<file path="src/ctp_pkg.sv">
// Shared constants, types and job record for the CAN-TP reassembler.
package ctp_pkg;

   localparam int MAX_LENGTH_BITS = 12;
   localparam int LEN_W           = MAX_LENGTH_BITS;
   localparam int POS_W           = 12;
   localparam int BYTES_PER_JOB   = 7;
   localparam int COUNT_W         = 3;
   localparam int QUEUE_DEPTH     = 2;
   localparam int QPTR_W          = (QUEUE_DEPTH > 1) ? $clog2(QUEUE_DEPTH) : 1;
   localparam int QCNT_W          = $clog2(QUEUE_DEPTH + 1);

   localparam logic REQ_FRAME = 1'b0;
   localparam logic REQ_REARM = 1'b1;

   localparam logic [7:0] PCI_LOW_MASK = 8'h0F;
   localparam logic [COUNT_W-1:0] SF_MAX_LEN   = 3'd7;
   localparam logic [COUNT_W-1:0] FF_DATA_LEN  = 3'd6;
   localparam logic [COUNT_W-1:0] CF_DATA_LEN  = 3'd7;

   typedef enum logic [3:0] {
      KIND_SINGLE = 4'h0,
      KIND_FIRST  = 4'h1,
      KIND_CONSEC = 4'h2
   } ctp_kind_type;

   // One processed frame: bytes to emit, their start position and the frame's status.
   typedef struct packed {
      logic [BYTES_PER_JOB-1:0][7:0] data;
      logic [COUNT_W-1:0]            count;
      logic [LEN_W-1:0]              base;
      logic [LEN_W-1:0]              msg_len;
      logic                          done;
   } ctp_job_type;

endpackage

</file>
<file path="src/ctp_req_if.sv">
// Request channel: one received CAN frame or a rearm.
interface ctp_req_if;
   logic       valid;
   logic       ready;
   logic       req_type;
   logic       frame_ok;
   logic [7:0] byte0;
   logic [7:0] byte1;
   logic [7:0] byte2;
   logic [7:0] byte3;
   logic [7:0] byte4;
   logic [7:0] byte5;
   logic [7:0] byte6;
   logic [7:0] byte7;

   modport source (output valid, req_type, frame_ok, byte0, byte1, byte2, byte3,
                   byte4, byte5, byte6, byte7, input ready);
   modport sink (input valid, req_type, frame_ok, byte0, byte1, byte2, byte3,
                 byte4, byte5, byte6, byte7, output ready);
endinterface

</file>
<file path="src/ctp_rsp_if.sv">
// Response channel: one reassembled payload byte or a status result.
interface ctp_rsp_if;
   logic        valid;
   logic        ready;
   logic [7:0]  data_byte;
   logic        byte_valid;
   logic [11:0] position;
   logic [11:0] message_length;
   logic        complete;
   logic        last;

   modport source (output valid, data_byte, byte_valid, position, message_length,
                   complete, last, input ready);
   modport sink (input valid, data_byte, byte_valid, position, message_length,
                 complete, last, output ready);
endinterface

</file>
<file path="src/ctp_front.sv">
// Front end: accepts requests, tracks reassembly state, builds one job per processed frame.
module ctp_front (
   input  logic               clock,
   input  logic               reset,
   ctp_req_if.sink            req_ch,
   output logic               job_push,
   output ctp_pkg::ctp_job_type job,
   input  logic               job_ready
);
   import ctp_pkg::*;

   logic [LEN_W-1:0] ann_len_ff, ann_len_in;
   logic [LEN_W-1:0] rcv_cnt_ff, rcv_cnt_in;
   logic [LEN_W-1:0] wr_pos_ff, wr_pos_in;
   logic [11:0]      remain_ff, remain_in;
   logic             locked_ff, locked_in;

   logic             accept;
   logic             process;
   logic [3:0]       pci_len;
   logic [11:0]      ff_len;
   ctp_kind_type     kind;
   logic [COUNT_W-1:0] n;
   logic [LEN_W-1:0] ann_new;
   logic [LEN_W-1:0] rcv_new;
   logic [LEN_W-1:0] wr_new;
   logic [11:0]      remain_new;
   logic [LEN_W-1:0] base;
   logic [BYTES_PER_JOB-1:0][7:0] data;
   logic             done;

   assign req_ch.ready = job_ready;
   assign accept  = req_ch.valid && req_ch.ready;
   assign process = accept && (req_ch.req_type == REQ_FRAME) && req_ch.frame_ok &&
                    !locked_ff;
   assign pci_len = 4'(req_ch.byte0 & PCI_LOW_MASK);
   assign ff_len  = {pci_len, req_ch.byte1};
   assign kind    = ctp_kind_type'(req_ch.byte0[7:4]);

   always_comb begin
      n          = '0;
      base       = wr_pos_ff;
      ann_new    = ann_len_ff;
      remain_new = remain_ff;
      data       = {req_ch.byte7, req_ch.byte6, req_ch.byte5, req_ch.byte4,
                    req_ch.byte3, req_ch.byte2, req_ch.byte1};
      unique case (kind)
         KIND_SINGLE: begin
            ann_new = LEN_W'(pci_len);
            base    = '0;
            if (pci_len <= 4'(SF_MAX_LEN)) begin
               n = COUNT_W'(pci_len);
            end
         end
         KIND_FIRST: begin
            ann_new    = LEN_W'(ff_len);
            n          = FF_DATA_LEN;
            data       = {8'h00, req_ch.byte7, req_ch.byte6, req_ch.byte5,
                          req_ch.byte4, req_ch.byte3, req_ch.byte2};
            remain_new = (ff_len > 12'(FF_DATA_LEN)) ? ff_len - 12'(FF_DATA_LEN) : '0;
         end
         KIND_CONSEC: begin
            // take at most one frame's worth, stop when the message is satisfied
            n          = (remain_ff >= 12'(CF_DATA_LEN)) ? CF_DATA_LEN
                                                         : COUNT_W'(remain_ff);
            remain_new = remain_ff - 12'(n);
         end
         default: begin
            n = '0;
         end
      endcase
      rcv_new = rcv_cnt_ff + LEN_W'(n);
      wr_new  = (kind == KIND_SINGLE) ? wr_pos_ff : wr_pos_ff + LEN_W'(n);
      done    = (ann_new == rcv_new);

      ann_len_in = ann_len_ff;
      rcv_cnt_in = rcv_cnt_ff;
      wr_pos_in  = wr_pos_ff;
      remain_in  = remain_ff;
      locked_in  = locked_ff;
      if (accept && (req_ch.req_type == REQ_REARM)) begin
         locked_in = 1'b0;
      end else if (process) begin
         ann_len_in = ann_new;
         remain_in  = remain_new;
         // clear counters and lock once the message is whole
         rcv_cnt_in = done ? '0 : rcv_new;
         wr_pos_in  = done ? '0 : wr_new;
         locked_in  = done;
      end
   end

   assign job_push    = process;
   assign job.data    = data;
   assign job.count   = n;
   assign job.base    = base;
   assign job.msg_len = ann_new;
   assign job.done    = done;

   always_ff @(posedge clock) begin
      if (reset) begin
         ann_len_ff <= '0;
         rcv_cnt_ff <= '0;
         wr_pos_ff  <= '0;
         remain_ff  <= '0;
         locked_ff  <= 1'b0;
      end else begin
         ann_len_ff <= ann_len_in;
         rcv_cnt_ff <= rcv_cnt_in;
         wr_pos_ff  <= wr_pos_in;
         remain_ff  <= remain_in;
         locked_ff  <= locked_in;
      end
   end
endmodule

</file>
<file path="src/ctp_queue.sv">
// Short job queue between the front end and the byte emitter.
module ctp_queue (
   input  logic                 clock,
   input  logic                 reset,
   input  logic                 push,
   input  ctp_pkg::ctp_job_type push_job,
   output logic                 not_full,
   input  logic                 pop,
   output logic                 head_valid,
   output ctp_pkg::ctp_job_type head_job
);
   import ctp_pkg::*;

   ctp_job_type        entry_ff [QUEUE_DEPTH];
   logic [QPTR_W-1:0]  wr_ptr_ff, wr_ptr_in;
   logic [QPTR_W-1:0]  rd_ptr_ff, rd_ptr_in;
   logic [QCNT_W-1:0]  count_ff, count_in;
   logic               do_push;
   logic               do_pop;

   assign not_full   = (count_ff != QCNT_W'(QUEUE_DEPTH));
   assign head_valid = (count_ff != '0);
   assign head_job   = entry_ff[rd_ptr_ff];
   assign do_push    = push && not_full;
   assign do_pop     = pop && head_valid;

   always_comb begin
      wr_ptr_in = wr_ptr_ff;
      rd_ptr_in = rd_ptr_ff;
      count_in  = count_ff;
      if (do_push) begin
         wr_ptr_in = (wr_ptr_ff == QPTR_W'(QUEUE_DEPTH - 1)) ? '0 : wr_ptr_ff + 1'b1;
      end
      if (do_pop) begin
         rd_ptr_in = (rd_ptr_ff == QPTR_W'(QUEUE_DEPTH - 1)) ? '0 : rd_ptr_ff + 1'b1;
      end
      case ({do_push, do_pop})
         2'b10:   count_in = count_ff + 1'b1;
         2'b01:   count_in = count_ff - 1'b1;
         default: count_in = count_ff;
      endcase
   end

   always_ff @(posedge clock) begin
      if (do_push) begin
         entry_ff[wr_ptr_ff] <= push_job;
      end
   end

   always_ff @(posedge clock) begin
      if (reset) begin
         wr_ptr_ff <= '0;
         rd_ptr_ff <= '0;
         count_ff  <= '0;
      end else begin
         wr_ptr_ff <= wr_ptr_in;
         rd_ptr_ff <= rd_ptr_in;
         count_ff  <= count_in;
      end
   end
endmodule

</file>
<file path="src/ctp_back.sv">
// Back end: walks the queued job and emits one response per cycle while the receiver is ready, into an output register.
module ctp_back (
   input  logic                 clock,
   input  logic                 reset,
   input  logic                 job_valid,
   input  ctp_pkg::ctp_job_type job,
   output logic                 job_pop,
   ctp_rsp_if.source            rsp_ch
);
   import ctp_pkg::*;

   logic [COUNT_W-1:0] idx_ff, idx_in;
   logic               valid_ff, valid_in;
   logic [7:0]         data_ff, data_in;
   logic               bvalid_ff, bvalid_in;
   logic [POS_W-1:0]   pos_ff, pos_in;
   logic [POS_W-1:0]   len_ff, len_in;
   logic               complete_ff, complete_in;
   logic               last_ff, last_in;

   logic               load;
   logic               has_bytes;
   logic [COUNT_W-1:0] last_idx;
   logic               is_last;
   logic [LEN_W-1:0]   pos_sum;

   assign load      = job_valid && (!valid_ff || rsp_ch.ready);
   assign has_bytes = (job.count != '0);
   assign last_idx  = has_bytes ? job.count - 1'b1 : '0;
   assign is_last   = (idx_ff == last_idx);
   assign pos_sum   = job.base + LEN_W'(idx_ff);
   assign job_pop   = load && is_last;

   always_comb begin
      idx_in      = idx_ff;
      valid_in    = valid_ff;
      data_in     = data_ff;
      bvalid_in   = bvalid_ff;
      pos_in      = pos_ff;
      len_in      = len_ff;
      complete_in = complete_ff;
      last_in     = last_ff;
      if (load) begin
         valid_in    = 1'b1;
         idx_in      = is_last ? '0 : idx_ff + 1'b1;
         bvalid_in   = has_bytes;
         data_in     = has_bytes ? job.data[idx_ff] : 8'h00;
         pos_in      = has_bytes ? POS_W'(pos_sum) : '0;
         len_in      = POS_W'(job.msg_len);
         complete_in = is_last && job.done;
         last_in     = is_last;
      end else if (rsp_ch.ready) begin
         valid_in = 1'b0;
      end
   end

   assign rsp_ch.valid          = valid_ff;
   assign rsp_ch.data_byte      = data_ff;
   assign rsp_ch.byte_valid     = bvalid_ff;
   assign rsp_ch.position       = pos_ff;
   assign rsp_ch.message_length = len_ff;
   assign rsp_ch.complete       = complete_ff;
   assign rsp_ch.last           = last_ff;

   always_ff @(posedge clock) begin
      data_ff     <= data_in;
      bvalid_ff   <= bvalid_in;
      pos_ff      <= pos_in;
      len_ff      <= len_in;
      complete_ff <= complete_in;
      last_ff     <= last_in;
   end

   always_ff @(posedge clock) begin
      if (reset) begin
         idx_ff   <= '0;
         valid_ff <= 1'b0;
      end else begin
         idx_ff   <= idx_in;
         valid_ff <= valid_in;
      end
   end
endmodule

</file>
<file path="src/can_tp_reassembler.sv">
// Top level of the CAN-TP receive reassembler.
// req_ch carries one received 8-byte CAN frame (req_type 0) or a rearm (req_type 1).
// Frames are processed only when frame_ok is set and the block is not locked;
// single, first and consecutive frames are reassembled, other types give status only.
// rsp_ch carries one result per stored byte (data_byte at position), or a single
// status result when a processed frame stores nothing; last marks the final result
// of a frame and complete marks the frame that finished the message.
// Rearms and ignored frames produce no result.
// The first result of a frame passes through the job queue and then the output register.
// The byte emitter works through a frame one result at a time, one per stored byte or
// a single status result; requests are taken every cycle while the
// two-entry job queue has room.
// A stalled receiver holds the output register; the queue fills and then req_ch.ready
// drops until the emitter drains a job.
// Reset clears the reassembly counters, the lock, the queue and the output valid.
module can_tp_reassembler (
   input  logic      clock,
   input  logic      reset,
   ctp_req_if.sink   req_ch,
   ctp_rsp_if.source rsp_ch
);
   import ctp_pkg::*;

   logic        job_push;
   ctp_job_type push_job;
   logic        job_ready;
   logic        job_pop;
   logic        head_valid;
   ctp_job_type head_job;

   ctp_front u_front (
      .clock     (clock),
      .reset     (reset),
      .req_ch    (req_ch),
      .job_push  (job_push),
      .job       (push_job),
      .job_ready (job_ready)
   );

   ctp_queue u_queue (
      .clock      (clock),
      .reset      (reset),
      .push       (job_push),
      .push_job   (push_job),
      .not_full   (job_ready),
      .pop        (job_pop),
      .head_valid (head_valid),
      .head_job   (head_job)
   );

   ctp_back u_back (
      .clock     (clock),
      .reset     (reset),
      .job_valid (head_valid),
      .job       (head_job),
      .job_pop   (job_pop),
      .rsp_ch    (rsp_ch)
   );

   a_reset_idle: assert property (@(posedge clock) $past(reset) |-> !rsp_ch.valid)
      else $error("response valid right after reset");

   a_complete_last: assert property (@(posedge clock) disable iff (reset)
      rsp_ch.valid && rsp_ch.complete |-> rsp_ch.last)
      else $error("complete on a result that is not the last of its frame");

   a_status_only: assert property (@(posedge clock) disable iff (reset)
      rsp_ch.valid && !rsp_ch.byte_valid |->
         rsp_ch.last && (rsp_ch.position == '0) && (rsp_ch.data_byte == '0))
      else $error("status result not alone or not cleared");

   a_pop_has_job: assert property (@(posedge clock) disable iff (reset)
      job_pop |-> head_valid && !(job_push && !job_ready))
      else $error("job queue pop without a job or push into a full queue");
endmodule
</file>
<file path="src/flat_wrapper.sv">
// flat-port wrapper written by rule: the top's interface ports become plain ports
module can_tp_reassembler_flat import ctp_pkg::*;
  (clock, reset, req_ch_valid, req_ch_req_type, req_ch_frame_ok, req_ch_byte0, req_ch_byte1, req_ch_byte2, req_ch_byte3, req_ch_byte4, req_ch_byte5, req_ch_byte6, req_ch_byte7, req_ch_ready, rsp_ch_valid, rsp_ch_data_byte, rsp_ch_byte_valid, rsp_ch_position, rsp_ch_message_length, rsp_ch_complete, rsp_ch_last, rsp_ch_ready);
  ctp_req_if req_ch_i ();
  ctp_rsp_if rsp_ch_i ();
  input  logic clock;
  input  logic reset;
  input wire logic [$bits(req_ch_i.valid)-1:0] req_ch_valid;
  input wire logic [$bits(req_ch_i.req_type)-1:0] req_ch_req_type;
  input wire logic [$bits(req_ch_i.frame_ok)-1:0] req_ch_frame_ok;
  input wire logic [$bits(req_ch_i.byte0)-1:0] req_ch_byte0;
  input wire logic [$bits(req_ch_i.byte1)-1:0] req_ch_byte1;
  input wire logic [$bits(req_ch_i.byte2)-1:0] req_ch_byte2;
  input wire logic [$bits(req_ch_i.byte3)-1:0] req_ch_byte3;
  input wire logic [$bits(req_ch_i.byte4)-1:0] req_ch_byte4;
  input wire logic [$bits(req_ch_i.byte5)-1:0] req_ch_byte5;
  input wire logic [$bits(req_ch_i.byte6)-1:0] req_ch_byte6;
  input wire logic [$bits(req_ch_i.byte7)-1:0] req_ch_byte7;
  output wire logic [$bits(req_ch_i.ready)-1:0] req_ch_ready;
  output wire logic [$bits(rsp_ch_i.valid)-1:0] rsp_ch_valid;
  output wire logic [$bits(rsp_ch_i.data_byte)-1:0] rsp_ch_data_byte;
  output wire logic [$bits(rsp_ch_i.byte_valid)-1:0] rsp_ch_byte_valid;
  output wire logic [$bits(rsp_ch_i.position)-1:0] rsp_ch_position;
  output wire logic [$bits(rsp_ch_i.message_length)-1:0] rsp_ch_message_length;
  output wire logic [$bits(rsp_ch_i.complete)-1:0] rsp_ch_complete;
  output wire logic [$bits(rsp_ch_i.last)-1:0] rsp_ch_last;
  input wire logic [$bits(rsp_ch_i.ready)-1:0] rsp_ch_ready;
  assign req_ch_i.valid = req_ch_valid;
  assign req_ch_i.req_type = req_ch_req_type;
  assign req_ch_i.frame_ok = req_ch_frame_ok;
  assign req_ch_i.byte0 = req_ch_byte0;
  assign req_ch_i.byte1 = req_ch_byte1;
  assign req_ch_i.byte2 = req_ch_byte2;
  assign req_ch_i.byte3 = req_ch_byte3;
  assign req_ch_i.byte4 = req_ch_byte4;
  assign req_ch_i.byte5 = req_ch_byte5;
  assign req_ch_i.byte6 = req_ch_byte6;
  assign req_ch_i.byte7 = req_ch_byte7;
  assign req_ch_ready = req_ch_i.ready;
  assign rsp_ch_valid = rsp_ch_i.valid;
  assign rsp_ch_data_byte = rsp_ch_i.data_byte;
  assign rsp_ch_byte_valid = rsp_ch_i.byte_valid;
  assign rsp_ch_position = rsp_ch_i.position;
  assign rsp_ch_message_length = rsp_ch_i.message_length;
  assign rsp_ch_complete = rsp_ch_i.complete;
  assign rsp_ch_last = rsp_ch_i.last;
  assign rsp_ch_i.ready = rsp_ch_ready;
  can_tp_reassembler u_core (.clock(clock), .reset(reset), .req_ch(req_ch_i), .rsp_ch(rsp_ch_i));
endmodule
</file>
<file path="config.mk">
export PLATFORM = sky130hd
export DESIGN_NAME = can_tp_reassembler_flat
export DESIGN_NICKNAME = d
export VERILOG_FILES = /design/src/ctp_pkg.sv /design/src/ctp_req_if.sv /design/src/ctp_rsp_if.sv /design/src/ctp_front.sv /design/src/ctp_queue.sv /design/src/ctp_back.sv /design/src/can_tp_reassembler.sv /design/src/flat_wrapper.sv
export SDC_FILE = /design/constraint.sdc
export NUM_CORES = 1
export LEC_CHECK = 0
export BUFFER_PORTS_ARGS = -buffer_cell sky130_fd_sc_hd__buf_2
export CORE_ASPECT_RATIO = 1.4
export CORE_MARGIN = 2
export CORE_UTILIZATION = 50
export CTS_CLUSTER_DIAMETER = 50
export DETAILED_ROUTE_END_ITERATION = 8
export GPL_TIMING_DRIVEN = 0
export PLACE_DENSITY = 0.74
export SLEW_MARGIN = 5
export SYNTH_ARGS = -nofsm -noshare
export SYNTH_HDL_FRONTEND = slang
export SYNTH_HIERARCHICAL = 1
export SYNTH_SLANG_ARGS = --single-unit
</file>
<file path="constraint.sdc">
create_clock -name clock -period 4.1 [get_ports clock]
set_input_delay 0.41 -clock clock [delete_from_list [all_inputs] [get_ports clock]]
set_output_delay 0.41 -clock clock [all_outputs]
set_load 0.01 [all_outputs]
</file>
; ---- Word-level counts from Yosys, hierarchy flattened
; Memories as Yosys holds them, arrays and structs flattened. A register that Yosys moved wholly into a read port is not among the register bits.
; Cells that the tools add are included.
[totals]
ff_bits = 92
mem_bits_rw = 168
inputBits = 70
output_inout_bits = 37
elab_cells = 89
memories = 1
[op_classes]
add_sub_neg = 11
order_cmp = 4
eq_ne = 8
n_mux = 24
bitwise_logic = 2
reduce_logical = 23
[memory_table]
columns = name, depth, word_bits, read_ports, rd_clocked_by_memory_dff, write_ports, line_no
row1 = u_core.u_queue.entry_ff, 2, 84, 1, 1, 1, ctp_queue.sv:14  ; ctp_job_type entry_ff [QUEUE_DEPTH];
[ops]
columns = cell, count
row1 = 12-bit 2-to-1 mux, 5
row2 = 56-bit 2-to-1 mux, 1
row3 = 12-bit one-hot mux with 2 select lines, 2
row4 = 12-bit by 3-bit adder with 12-bit output, 3
row5 = 8-bit binary-select mux with 3-bit select, 1
row6 = 12-bit == test, 1
row7 = 12-bit by 3-bit greater-or-equal comparator with 1-bit output (second input constant), 1
row8 = 12-bit by 3-bit greater-than comparator with 1-bit output (second input constant), 1
row9 = 3-bit 2-to-1 mux, 4
row10 = 12-bit by 3-bit subtractor with 12-bit output, 1
row11 = 12-bit by 3-bit subtractor with 12-bit output (second input constant), 1
row12 = 1-bit logical AND, 10
row13 = 3-bit one-hot mux with 3 select lines, 1
row14 = 1-bit 2-to-1 mux, 8
row15 = 8-bit 2-to-1 mux, 1
row16 = 2-bit nonzero test, 4
row17 = 3-bit AND reduction, 2
row18 = 4-bit by 1-bit == test with 1-bit output (second input constant), 1
row19 = 4-bit by 2-bit == test with 1-bit output (second input constant), 1
row20 = 4-bit by 3-bit <= comparator with 1-bit output (second input constant), 1
row21 = 4-bit zero test, 1
row22 = 3-bit by 4-bit < comparator with 1-bit output (second input constant), 1
row23 = 2-bit != test (second input constant), 2
row24 = 2-bit one-hot mux with 2 select lines, 1
row25 = other kinds (14), 17

; ---- Depth between registers and ports, before layout
[depth]
word_depth = 8
mapped_depth = 19
mapped_depth_nobuf = 16

; ---- Cells and area by module
; The synthesis kept the hierarchy.
[modules_own_cells]
columns = module, instances, cells_per_inst, area_each_um2, seq_area_each_um2
row1 = ctp_queue, 1, 285, 6273.5, 5144.9
row2 = ctp_front, 1, 538, 4165.2, 980.9
row3 = ctp_back, 1, 177, 2140.8, 1131.1

; ---- Worst setup path after synthesis
; No wires, ideal clock.
[synth_timing]
kind = input port to flip-flop
startpoint = input port req_ch_byte0[4]
endpoint = register u_core.u_front.wr_pos_ff[10]
setup_time_ns = 0.070
t_arrival_ns = 4.272
t_required_ns = 4.030
setup_slack_ns = -0.242
cell_stages = 15
n_path_buf = 3
cell_sequence = clkbuf_1 clkbuf_1 or4b_2 clkbuf_1 o21a_1 inv_1 ha_1 a211oi_1 nor3_1 nand2_1 or4_4 a211oi_2 a21oi_1 or4b_1 a21oi_1
[synth_lines]
columns = item, line_no
row1 = from (decl), flat_wrapper.sv:11  ; input wire logic [$bits(req_ch_i.byte0)-1:0] req_ch_byte0;
row2 = to (signal assigned), ctp_front.sv:110  ; wr_pos_ff <= wr_pos_in;
row3 = to (decl), ctp_front.sv:14  ; logic [LEN_W-1:0] wr_pos_ff, wr_pos_in;

==> impl_metrics.yaml <==
logic_synthesis:
  syn-instance-count: 1000
  synth_nets: 1088
  async_flop_share_pct: 0
  synth_ff_type: "edfxtp_1"
  synth_compound_area_share_pct: 9.15
  synth_edf_count: 203
  muxShareOfSynthArea_pct: 14.9
  yosysSeqAreaShare_pct: 57.7
  synth.avg_cell_area_um2: 12.6
  synth-xor-area-share_pct: 2.49
  ys_warn_count: 6
  ys_types: 68
  yosys.area_share.simple_pct: 10.6
  synth_top_family_by_area: "multiplexers"
  synth_fa_ha_area_share_pct: 1.97
  mappedNetlistArea_um2: 12600
  ys_ff_latch: 261
clocking:
  cts_max_path_buffers: 3
  cts_tree: "built"
  cts.sinks: 261
  hold_buffers: 0
  cts_buffers: 25
  insertion_delay_ns: 0.54
  root_buffer: "clkbuf_16"
  clk_pin_slew_ns: 0.07
  htree_num_levels: 1
cells_and_area:
  drive_gt1_share_pct: 31.1
  final-seq-area_um2: 7260
  nets: 1231
  multi_input_area_um2: 5060
  area_growth_pct: 16.0
  mostFrequentLayoutCells: "edfxtp_1, mux2_2, buf_2, nor2_1, a21oi_1"
  layout_commonest_cell: "edfxtp_1"
  n_fill_cell: 1966
  utilization_pct: 59.1
timing:
  period_share_pct: 97.0
  timing.setup.tns_ns: 0
  finalHoldViolations: 0
  rsz0062_at_grt: "true"
  finalClockSkew_ns: 0.0190
  setup_viol: 0
  layout_setup_ws_ns: 0.125
  slew_headroom_pct: 40.5
  max_freq_mhz: 252
  worst_pin_slew_ns: 0.891
  maxSlewViolCount: 0
  fin_crit_ns: 3.98
critical_path:
  critPathArrivalTime_ns: 4.43
  cp_slowest_cell: "or4_4"
  cp_top_family: "simple AND/OR/NAND/NOR gates"
  worstSetupPathType: "reg -> reg"
  crit_cells: 14
  reg2reg_slack_ns: 0.12
  startpoint: "u_core/u_front/remain_ff[5]"
  r2r-end: "u_core/u_front/wr_pos_ff[10]"
  reg2reg_depth: 14
  crit_path_start_kind: "flop"
  critPathCapture: "u_core/u_front/wr_pos_ff[10]"
  critical_path.max_stage_delay_ns: 0.55
  required_ns: 4.56
  reg2reg_from: "u_core/u_front/remain_ff[5]"
  end_kind: "flop"
  path_buf_inv: 0
  crit_chain: "or4_4 > nor3_4 > nand2_2 > o21ai_4 > nand2_4 > ha_4 > o211ai_1 > nor3_4 > nand2_2 > or4_4 > a211oi_4 > a21oi_4 > or4b_1 > a21oi_1"
  worst-path-max-fanout: 5
hold_path:
  hp-class: "in -> reg"
  min_path_cells: 3
route:
  routedWlPerCell_um: 20.3
  viasPerCell: 5.84
  drt-initial-drc-count: 656
  vias: 8631
  firstDrtPassIters: 5
  drc: 0
  wirelength_mm: 30.0
  ant_nets: 0
placed_design:
  routabilityCongestion: 0.882
  numPortBuffers: 100
  pre_cts_slack_ns: -0.772
  place_hpwl_mm: 21.2
power:
  power_leakage_nw: 5.12
  power_mw: 5.62
  powerDensity_nw_per_um2: 385
  ir_worst_vdd_v: 0.000275
floorplanning:
  start_util_pct: 51.0
  io_pins: 107
  num_rows: 68
  core_um2: 24700
  die_w_um: 138
  dieArea_um2: 26500
  die_height_um: 192
global_routing:
  grt_max_degree: 51
  track_usage_pct: 22.1
  antenna_found_initial: 1
  grt_overflow: 0
  grt_pass1_vias: 8676
  grt_pass1_wl_mm: 46.2
job:
  maxCapViolCount: 0
run_status:
  status: "finished, final reports clean"
==> repair_timing <==
| action | in CTS | in global routing |
|---|---|---|
| resized for setup | 19 | 20 |
| pin swaps | 8 | 9 |
| buffers inserted | 6 | 9 |
| endpoints found under the setup margin | 27 | 94 |
| gates cloned | 0 | 1 |
==> cells in the mapped netlist (4+ instances only) <==
master      n  area, um^2
and2_1     12        75.1
o211ai_1    6        45.0
or3_1      20         125
a21oi_1    60         300
nand2b_1   11        68.8
nor2_1     81         304
inv_1      37         139
nand3_1    18        90.1
a211oi_1   17         128
nand2_1    45         169
a31oi_1    10        62.6
and3_1     11        68.8
nor2b_1    15        93.8
dfxtp_1    58        1160
mux4_2      6         135
o31a_1      7        61.3
o31ai_1     4        30.0
buf_4      11        82.6
or4_1       5        37.5
xor2_1     13         114
edfxtp_1  203        6100
ha_1       15         188
nor4_1      9        56.3
o21a_1      4        30.0
mux2i_1    12         120
nor3_1      8        40.0
buf_2      10        50.1
buf_1       6        22.5
clkbuf_1   25        93.8
o32ai_1    13         114
mux2_2    138        1550
xnor2_1    15         131
o21ai_0    39         195
==> sequential cells by signal (all words and copies together) (netlist names), named ones only <==
signal,cells
u_core/u_queue/rd_ptr_ff,1
u_core/u_back/rsp_ch.message_length,12
u_core/u_front/wr_pos_ff,12
u_core/u_queue/wr_ptr_ff,1
u_core/u_back/rsp_ch.position,12
u_core/u_queue/entry_ff,168
u_core/u_back/rsp_ch.complete,1
u_core/u_back/rsp_ch.byte_valid,1
u_core/u_front/remain_ff,12
u_core/u_front/locked_ff,1
u_core/u_queue/count_ff,2
u_core/u_back/rsp_ch.last,1
u_core/u_front/ann_len_ff,12
u_core/u_back/idx_ff,3
u_core/u_back/rsp_ch.data_byte,8
u_core/u_back/rsp_ch.valid,1
u_core/u_front/rcv_cnt_ff,12
==> cells by family (layout without fill, tap and decap cells) <==
family / count (synthesis) / count (layout)
AOI/OAI and AO/OA: 182 / 182
xor gates and xnor gates: 31 / 31
other: 0 / 1
DFF: 261 / 261
adders and majority gates: 18 / 18
buffers and inverters: 92 / 253
muxes: 159 / 159
and+or+nand+nor: 257 / 258
==> power breakdown <==
group,internal [mW],total (mW),switching [mW]
logic,0.201,0.495,0.294
registers,2.92,2.94,0.0204
clock network,1.21,2.18,0.969
==> stage by stage <==
| stage | area [um^2] | hold slack [ns] | cells |
|---|---|---|---|
| 2_1_floorplan | 12600 | 0.434 | 1000 |
| 3_3_place_gp | 13500 | 0.440 | 1415 |
| 3_5_place_dp | 13600 | 0.454 | 1417 |
| 4_1_cts | 14400 | 0.186 | 1468 |
| 5_1_grt | 14600 | 0.200 | 1477 |
| 6_report | 14600 | 0.201 | 1478 |
==> how the worst min path moves through the flow <==
| stage | endpoint | start | slack, ns |
|---|---|---|---|
| after CTS | u_core/u_front/locked_ff | req_ch_valid | 0.19 |
| final | u_core/u_front/locked_ff | req_ch_req_type | 0.20 |
| after global placement | u_core/u_front/locked_ff | u_core/u_front/locked_ff | 0.44 |
| after detailed placement | u_core/u_front/rcv_cnt_ff[2] | u_core/u_front/rcv_cnt_ff[2] | 0.45 |
| after floorplan | u_core/u_front/locked_ff | u_core/u_front/locked_ff | 0.43 |
| after global routing | u_core/u_queue/entry_ff[1][53] | req_ch_byte4[1] | 0.20 |
==> worst register-to-register path, cell delays in order (launching register included) <==
cell      delay, ns
dfxtp_4        0.35
or4_4          0.53
nor3_4         0.15
nand2_2        0.14
o21ai_4        0.18
nand2_4        0.08
ha_4           0.28
o211ai_1       0.15
nor3_4         0.31
nand2_2        0.09
or4_4          0.56
a211oi_4       0.29
a21oi_4        0.12
or4b_1         0.51
a21oi_1        0.14
==> cell type report <==
cell class	instances	area share, %
plain buffers	51	1.97
multi-input cells	648	34.7
diodes	1	0.0172
clock buffers	33	4.56
inverters	39	1.04
well taps	315	2.70
repair buffers	117	4.48
flip-flops and latches	261	49.8
clock inverters	13	0.729
==> layer usage <==
layer,vias to the layer above,GRT usage (%),part of all wire [%]
met3,82,3.14,5.4
li1,4055,-,-
met4,2,10.1,4.3
met5,-,0,0.043
met2,318,41.2,52
met1,4174,25.0,38
Power figures use the tool's default switching activity.
